$ cat src/rtl/radar_frame_motion_parser_unit_macros.svh
// ----------------------------------------------------------------------------
// radar frame motion parser assertion macros
// Shared concurrent check forms for the frame parser, clocked on i_clk and
// masked while i_rst_n is low.
// ----------------------------------------------------------------------------
`ifndef RADAR_FRAME_MOTION_PARSER_UNIT_MACROS_SVH
`define RADAR_FRAME_MOTION_PARSER_UNIT_MACROS_SVH

// same-cycle implication check
`define RFMP_CHECK(label, cond, conseq, msg) \
    label: assert property (@(posedge i_clk) disable iff (!i_rst_n) \
        (cond) |-> (conseq)) else $error(msg);

// next-cycle implication check
`define RFMP_CHECK_NEXT(label, cond, conseq, msg) \
    label: assert property (@(posedge i_clk) disable iff (!i_rst_n) \
        (cond) |=> (conseq)) else $error(msg);

`endif

$ cat src/rtl/rfmp_pkg.sv
// ----------------------------------------------------------------------------
// rfmp_pkg
// Constants, types and sync sequences shared by the frame parser modules.
// ----------------------------------------------------------------------------
package rfmp_pkg;

    // largest accepted payload length in bytes
    localparam int MAX_PAYLOAD = 64;
    localparam int PCNT_W      = $clog2(MAX_PAYLOAD + 1);

    localparam logic [7:0] HDR_B0  = 8'hF4;
    localparam logic [7:0] HDR_B1  = 8'hF3;
    localparam logic [7:0] HDR_B2  = 8'hF2;
    localparam logic [7:0] HDR_B3  = 8'hF1;
    localparam logic [7:0] TAIL_B0 = 8'hF8;
    localparam logic [7:0] TAIL_B1 = 8'hF7;
    localparam logic [7:0] TAIL_B2 = 8'hF6;
    localparam logic [7:0] TAIL_B3 = 8'hF5;

    // target state code that defers to the second payload byte
    localparam logic [7:0] TGT_DEFER = 8'h02;
    localparam logic [7:0] TGT_MAX   = 8'h03;

    typedef enum logic [1:0] {
        ERR_NONE   = 2'd0,
        ERR_LENGTH = 2'd1,
        ERR_TAIL   = 2'd2,
        ERR_TARGET = 2'd3
    } t_err_code;

    // control state of the parser
    typedef struct packed {
        logic [2:0]        hdr_matched;
        logic [1:0]        len_seen;
        logic [15:0]       frame_length;
        logic [PCNT_W-1:0] payload_count;
        logic              checksum_pending;
        logic [1:0]        tail_matched;
        logic              motion_state;
        logic [15:0]       errors_seen;
    } t_parse_state;

    // per-byte result and payload head write strobes
    typedef struct packed {
        logic      frame_done;
        t_err_code err;
        logic      trigger;
        logic      wr_head0;
        logic      wr_head1;
    } t_step_res;

    function automatic logic [7:0] hdr_byte(input logic [1:0] idx);
        logic [7:0] b;
        case (idx)
            2'd0:    b = HDR_B0;
            2'd1:    b = HDR_B1;
            2'd2:    b = HDR_B2;
            default: b = HDR_B3;
        endcase
        return b;
    endfunction

    function automatic logic [7:0] tail_byte(input logic [1:0] idx);
        logic [7:0] b;
        case (idx)
            2'd0:    b = TAIL_B0;
            2'd1:    b = TAIL_B1;
            2'd2:    b = TAIL_B2;
            default: b = TAIL_B3;
        endcase
        return b;
    endfunction

endpackage

$ cat src/rtl/rfmp_step.sv
// ----------------------------------------------------------------------------
// rfmp_step
// Next-state and result logic of the frame parser for one received byte.
// ----------------------------------------------------------------------------
module rfmp_step (
    input  logic                  [7:0] i_rx_byte,
    input  rfmp_pkg::t_parse_state      i_state,
    input  logic                  [7:0] i_head0,
    input  logic                  [7:0] i_head1,
    output rfmp_pkg::t_parse_state      o_state,
    output rfmp_pkg::t_step_res         o_res
);
    import rfmp_pkg::*;

    logic [15:0] len_full;
    logic        len_bad;
    logic        do_clear;
    logic        do_count;
    logic        second_ok;
    logic        tgt_known;
    logic [7:0]  tgt;
    logic        tgt_active;

    // full length once the high byte arrives
    assign len_full = {i_rx_byte, i_state.frame_length[7:0]};
    assign len_bad  = (len_full == 16'd0) || (len_full > 16'(MAX_PAYLOAD));

    // target state decode from the payload head
    always_comb begin
        second_ok = (i_state.frame_length > 16'd1) && (i_head1 <= TGT_MAX);
        tgt       = i_head0;
        tgt_known = 1'b1;
        if (((i_head0 == TGT_DEFER) || (i_head0 > TGT_MAX)) && second_ok) begin
            tgt = i_head1;
        end else if (i_head0 > TGT_MAX) begin
            tgt_known = 1'b0;
        end
        tgt_active = (tgt != 8'd0);
    end

    // parser step
    always_comb begin
        o_state  = i_state;
        o_res    = '0;
        do_clear = 1'b0;
        do_count = 1'b0;
        if (i_state.hdr_matched < 3'd4) begin
            if (i_rx_byte == hdr_byte(i_state.hdr_matched[1:0])) begin
                o_state.hdr_matched = i_state.hdr_matched + 3'd1;
            end else if (i_rx_byte == HDR_B0) begin
                o_state.hdr_matched = 3'd1;
            end else begin
                o_state.hdr_matched = 3'd0;
            end
        end else if (i_state.len_seen < 2'd2) begin
            if (i_state.len_seen == 2'd0) begin
                o_state.frame_length = {8'h00, i_rx_byte};
                o_state.len_seen     = 2'd1;
            end else if (len_bad) begin
                o_res.err = ERR_LENGTH;
                do_count  = 1'b1;
                do_clear  = 1'b1;
            end else begin
                o_state.frame_length     = len_full;
                o_state.len_seen         = 2'd2;
                o_state.payload_count    = '0;
                o_state.tail_matched     = 2'd0;
                o_state.checksum_pending = 1'b1;
            end
        end else if (16'(i_state.payload_count) < i_state.frame_length) begin
            o_res.wr_head0        = (i_state.payload_count == PCNT_W'(0));
            o_res.wr_head1        = (i_state.payload_count == PCNT_W'(1));
            o_state.payload_count = i_state.payload_count + PCNT_W'(1);
        end else if (i_state.checksum_pending) begin
            o_state.checksum_pending = 1'b0;
            if (i_rx_byte == TAIL_B0) begin
                o_state.tail_matched = 2'd1;
            end
        end else if (i_rx_byte == tail_byte(i_state.tail_matched)) begin
            if (i_state.tail_matched == 2'd3) begin
                o_res.frame_done = 1'b1;
                do_clear         = 1'b1;
                if (tgt_known) begin
                    o_res.trigger        = !i_state.motion_state && tgt_active;
                    o_state.motion_state = tgt_active;
                end else begin
                    o_res.err = ERR_TARGET;
                    do_count  = 1'b1;
                end
            end else begin
                o_state.tail_matched = i_state.tail_matched + 2'd1;
            end
        end else begin
            o_res.err = ERR_TAIL;
            do_count  = 1'b1;
            do_clear  = 1'b1;
        end

        // back to header hunt
        if (do_clear) begin
            o_state.hdr_matched      = 3'd0;
            o_state.len_seen         = 2'd0;
            o_state.frame_length     = 16'd0;
            o_state.payload_count    = '0;
            o_state.checksum_pending = 1'b0;
            o_state.tail_matched     = 2'd0;
        end

        // saturating error count
        if (do_count && (i_state.errors_seen != 16'hFFFF)) begin
            o_state.errors_seen = i_state.errors_seen + 16'd1;
        end
    end

endmodule

$ cat src/rtl/radar_frame_motion_parser_unit.sv
// ----------------------------------------------------------------------------
// radar_frame_motion_parser_unit
// Deframes sensor frames one byte per request and reports motion and errors.
// The result of a byte is registered and shown in the cycle after it is accepted.
// Throughput: one byte per cycle unless a held, undrained result stalls o_rx_ready;
// the single parse step sits between the parser state registers and the result register.
// Reset: synchronous, active low; clears parser state, motion and error count.
// ----------------------------------------------------------------------------
`include "radar_frame_motion_parser_unit_macros.svh"

module radar_frame_motion_parser_unit (
    input  logic       i_clk,
    input  logic       i_rst_n,
    input  logic       i_rx_valid,
    output logic       o_rx_ready,
    input  logic [7:0] i_rx_byte,
    output logic       o_res_valid,
    input  logic       i_res_ready,
    output logic       o_frame_done,
    output logic [1:0] o_error_code,
    output logic       o_motion_active,
    output logic       o_motion_trigger,
    output logic [15:0] o_error_count
);
    import rfmp_pkg::*;

    t_parse_state r_state;
    t_parse_state n_state;
    t_step_res    n_res;
    logic [7:0]   r_head0;
    logic [7:0]   r_head1;
    logic         r_res_valid;
    logic         r_frame_done;
    t_err_code    r_error_code;
    logic         r_motion_trigger;
    logic         rx_take;

    // accept a byte whenever the result slot is free or being drained
    assign o_rx_ready = !r_res_valid || i_res_ready;
    assign rx_take    = i_rx_valid && o_rx_ready;

    rfmp_step u_step (
        .i_rx_byte (i_rx_byte),
        .i_state   (r_state),
        .i_head0   (r_head0),
        .i_head1   (r_head1),
        .o_state   (n_state),
        .o_res     (n_res)
    );

    // parser state and result valid
    always_ff @(posedge i_clk) begin
        if (!i_rst_n) begin
            r_state     <= '0;
            r_res_valid <= 1'b0;
        end else begin
            if (rx_take) begin
                r_state <= n_state;
            end
            r_res_valid <= rx_take || (r_res_valid && !i_res_ready);
        end
    end

    // result payload and payload head
    always_ff @(posedge i_clk) begin
        if (rx_take) begin
            r_frame_done     <= n_res.frame_done;
            r_error_code     <= n_res.err;
            r_motion_trigger <= n_res.trigger;
            if (n_res.wr_head0) begin
                r_head0 <= i_rx_byte;
            end
            if (n_res.wr_head1) begin
                r_head1 <= i_rx_byte;
            end
        end
    end

    // outputs
    assign o_res_valid      = r_res_valid;
    assign o_frame_done     = r_frame_done;
    assign o_error_code     = r_error_code;
    assign o_motion_active  = r_state.motion_state;
    assign o_motion_trigger = r_motion_trigger;
    assign o_error_count    = r_state.errors_seen;

    // checks
    `RFMP_CHECK_NEXT(a_err_clears, rx_take && (n_res.err != ERR_NONE), (r_state.hdr_matched == 3'd0) && (r_state.len_seen == 2'd0), "parser not cleared after error")
    `RFMP_CHECK(a_trig_frame, o_res_valid && o_motion_trigger, o_motion_active && o_frame_done, "trigger without completed active frame")
    `RFMP_CHECK(a_cnt_reported, $past(i_rst_n) && (r_state.errors_seen != $past(r_state.errors_seen)), o_res_valid && (r_error_code != ERR_NONE), "error count moved without error result")

endmodule
$ cat config.mk
export PLATFORM = sky130hd
export DESIGN_NAME = radar_frame_motion_parser_unit
export DESIGN_NICKNAME = d
export VERILOG_FILES = /design/src/rtl/rfmp_pkg.sv /design/src/rtl/rfmp_step.sv /design/src/rtl/radar_frame_motion_parser_unit.sv
export VERILOG_INCLUDE_DIRS = /design/src /design/src/rtl
export SDC_FILE = /design/constraint.sdc
export NUM_CORES = 1
export LEC_CHECK = 0
export BUFFER_PORTS_ARGS = -buffer_cell sky130_fd_sc_hd__buf_4
export CAP_MARGIN = 20
export CORE_MARGIN = 1.5
export CORE_UTILIZATION = 43
export DETAILED_ROUTE_END_ITERATION = 10
export GPL_TIMING_DRIVEN = 1
export PLACE_DENSITY = 0.61
export SLEW_MARGIN = 20
export SYNTH_ARGS = -nofsm -noshare
export SYNTH_HDL_FRONTEND = slang
export SYNTH_SLANG_ARGS = --single-unit
$ cat constraint.sdc
create_clock -name i_clk -period 4 [get_ports i_clk]
set_input_delay 0.2 -clock i_clk [delete_from_list [all_inputs] [get_ports i_clk]]
set_output_delay 0.2 -clock i_clk [all_outputs]
set_load 0.02 [all_outputs]
==> flow_summary_export.csv <==
group,metric,value,unit
global_route,grt_overflow,0,
setup_path,start_kind,"register",
status,outcome,"completed",
pwr,intPower,1.019,mW
cells_and_area,multi_input_area,1628,um^2
logic_synthesis,synth_seq_cells,69,
logic_synthesis,synth_most_common_cell,"dfxtp_1",
setup_path,critical_path.max_stage_delay,510,ps
die,initial_core_util,0.4449,
die,row_count,32,
die,ioPinCount,35,
timing,worst_slew_pin_slew,751.7,ps
drt,first_pass_iters,6,
logic_synthesis,synth_area,3438,um^2
die,die_area,8541,um^2
die,die_y,92.42,um
logic_synthesis,syn_inst,363,
clocking,clk_pin_slew_worst_paths,80,ps
timing,finalCritPeriodShare,0.7134,
placement,dp_hpwl,5314,um
logic_synthesis,synth_edf_count,20,
clocking,clkLatencyLatePin,350,ps
clocking,cts_buffer_depth,2,
pwr,p_sw,0.3099,mW
setup_path,crit_fanout,8,
clocking,cts_buffers,9,
pwr,pwr_density_cell,343.1,nW/um^2
global_route,gr-usage-all-layers,0.1881,
cells_and_area,num_antenna_cells,0,
clocking,cts.repair.resized,0,
setup_path,cp_num_buf_inv,1,
cells_and_area,drive_above_1_share,0.1568,
placement,portBuffers,34,
logic_synthesis,ys.warnings.count,0,
pwr,p_leak,1.434,nW
clocking,cts_setup_buffers,0,
cells_and_area,nFillCells,717,
clocking,h-tree-depth,3,
drt,wirelength,7575,um
logic_synthesis,ys.flop_type,"dfxtp_1",
clocking,cts_tree,"built",
die,core,7727,um^2
logic_synthesis,async_reset_ff_frac,0,
logic_synthesis,seq_area_frac_synth,0.4600,
pwr,p_clk_frac,0.424,
drt,drc,0,
timing,slew-limit-headroom,0.4945,
setup_path,crit_family,"compound AO/OA/AOI/OAI gates",
drt,detail_route.wl_per_cell,15.43,um
timing,rsz0062_at_grt,"no",
clocking,clockRootBuffer,"clkbuf_8",
pwr,pwr-share-comb,0.034,
pwr,p_seq_frac,0.543,
timing,setup_violations,0,
timing,slew_violations,0,
die,die_w,92.42,um
global_route,grt_start_max_net_pins,31,
logic_synthesis,synth_common_cells,"dfxtp_1, a21oi_1, nor2_1, nand2_1, inv_1",
cells_and_area,syn2layout_area_growth,12.63,%
clocking,postCtsHoldBufs,0,
global_route,grt_pass1_wl,12570,um
logic_synthesis,ys_types,49,
logic_synthesis,yosys.area.top_type,"dfxtp_1",
timing,finalSetupTns,0,ps
pwr,ir_worst_vdd,0.0001781,V
clocking,cts_sinks,69,
setup_path,worst_setup_path_end_kind,"register",
cells_and_area,final_util,0.5011,
timing,max_freq,350.4,MHz
pwr,swShare,0.2333,
flow_run,maxCapViolations,0,
cells_and_area,nets,410,
setup_path,worstSetupPathType,"register to register",
placement,placedCellCount,474,
setup_path,slowest_stage,"a2111oi_0",
drt,drtIter0Drc,213,
cells_and_area,regArea,1582,um^2
cells_and_area,stdcell_count,491,
logic_synthesis,postSynthAreaPerCell,9.472,um^2
timing,skew,9.523,ps
drt,viasPerCell,5.674,
logic_synthesis,yosysTopAreaCellShare,0.2853,
placement,gp_congestion,0.8416,
global_route,antenna_found_initial,0,
drt,ant_nets,0,
worst_hold_path,hold_class,"input pin to register",
timing,period_needed,2854,ps
setup_path,worstPathRequired,4010,ps
drt,vias,2786,
timing,hold_violations,0,
setup_path,cp.arrival,2860,ps
setup_path,crit_chain,"inv_1 -> ha_1 -> a2111oi_0 -> o31ai_1 -> a21o_1 -> nor4_1 -> and2_1",
global_route,grt_pass1_vias,2542,
logic_synthesis,ys_top_cells_by_area,"dfxtp_1, edfxtp_1, ha_1",
logic_synthesis,syn_nets,389,
## sequential cells by signal, summed over array words and instances, names as in the netlist
signal / cells
r_head0: 8
o_res_valid: 1
o_motion_trigger: 1
o_error_code: 2
o_motion_active: 1
o_error_count: 16
o_frame_done: 1
r_state: 31
r_head1: 8
## metrics by stage
step	instance area, um^2	total power, mW	hold WS (ps)	setup slack, ps
after floorplan	3438	0.7569	298.9	1528
after global placement	3665	0.7818	418.4	1133
after detailed placement	3671	0.7823	419.5	1110
after CTS	3861	1.339	48.42	1071
after global routing	3872	1.373	51.44	915.2
final	3872	1.329	58.97	1146
## final timing paths
kind                                    from  cells past startpoint  slack [ps]     endpoint
worst min-delay path            i_rx_byte[5]                      1          60   r_head1[5]
worst min register to register   r_state[36]                      1         480  r_state[36]
worst max register to register   r_state[28]                      7        1150   r_head0[6]
worst max-delay path             r_state[28]                      7        1150   r_head0[6]
## cells by family (layout without fill, tap and decap cells)
family | after synthesis | after routing | share of synthesized area
simple gates | 135 | 135 | 0.2173
compound gates | 92 | 92 | 0.1852
flops | 69 | 69 | 0.4600
buf+inv | 46 | 72 | 0.06841
fa+ha+maj | 14 | 14 | 0.05095
xor+xnor | 6 | 6 | 0.01529
mux | 1 | 1 | 0.002911
## placed cells by master (no fill, tap or decap), drive strengths merged, types with 4 or more instances in the layout
master / Yosys / routed
dfxtp: 49 / 49
buf: 19 / 35
a21oi: 26 / 26
nor2: 23 / 23
nand2: 22 / 22
inv: 21 / 21
edfxtp: 20 / 20
o21ai: 19 / 19
nand3: 16 / 16
and3: 14 / 14
ha: 14 / 14
or4: 14 / 14
o31ai: 12 / 12
nor3: 9 / 9
a22o: 9 / 9
clkbuf: 6 / 9
or3: 8 / 8
nand4: 8 / 8
nand2b: 6 / 6
and2: 6 / 6
o211ai: 5 / 5
a31oi: 4 / 4
nor4: 4 / 4
## worst reg2reg max path: stages, from the launching register on
cell,delay [ps]
dfxtp_1,390
inv_1,70
ha_1,270
a2111oi_0,510
o31ai_1,310
a21o_1,250
nor4_1,290
and2_1,420
## metal layers
layer  global-route usage  vias up  share of wire
li1                     -     1382              -
met1               0.2485     1334           0.47
met2               0.2978       59           0.47
met3              0.04187       11          0.047
met4              0.07436        0          0.016
met5                    0        -              0
## cell type report
class	count	share of cell area
Clock inverter	7	0.01712
Tap cell	102	0.03296
Sequential cell	69	0.4084
Timing Repair Buffer	35	0.06882
Inverter	21	0.02036
Clock buffer	9	0.03199
Multi-Input combinational cell	248	0.4204
## power by group through the flow
stage	combinational, mW	sequential [mW]	clock, mW
floorplan	0.0163	0.741	0
CTS	0.0453	0.721	0.573
global route	0.0489	0.721	0.603
detailed placement	0.0452	0.737	0
global placement	0.0448	0.737	0
finish	0.0451	0.721	0.563
Power figures use the tool's default switching activity.
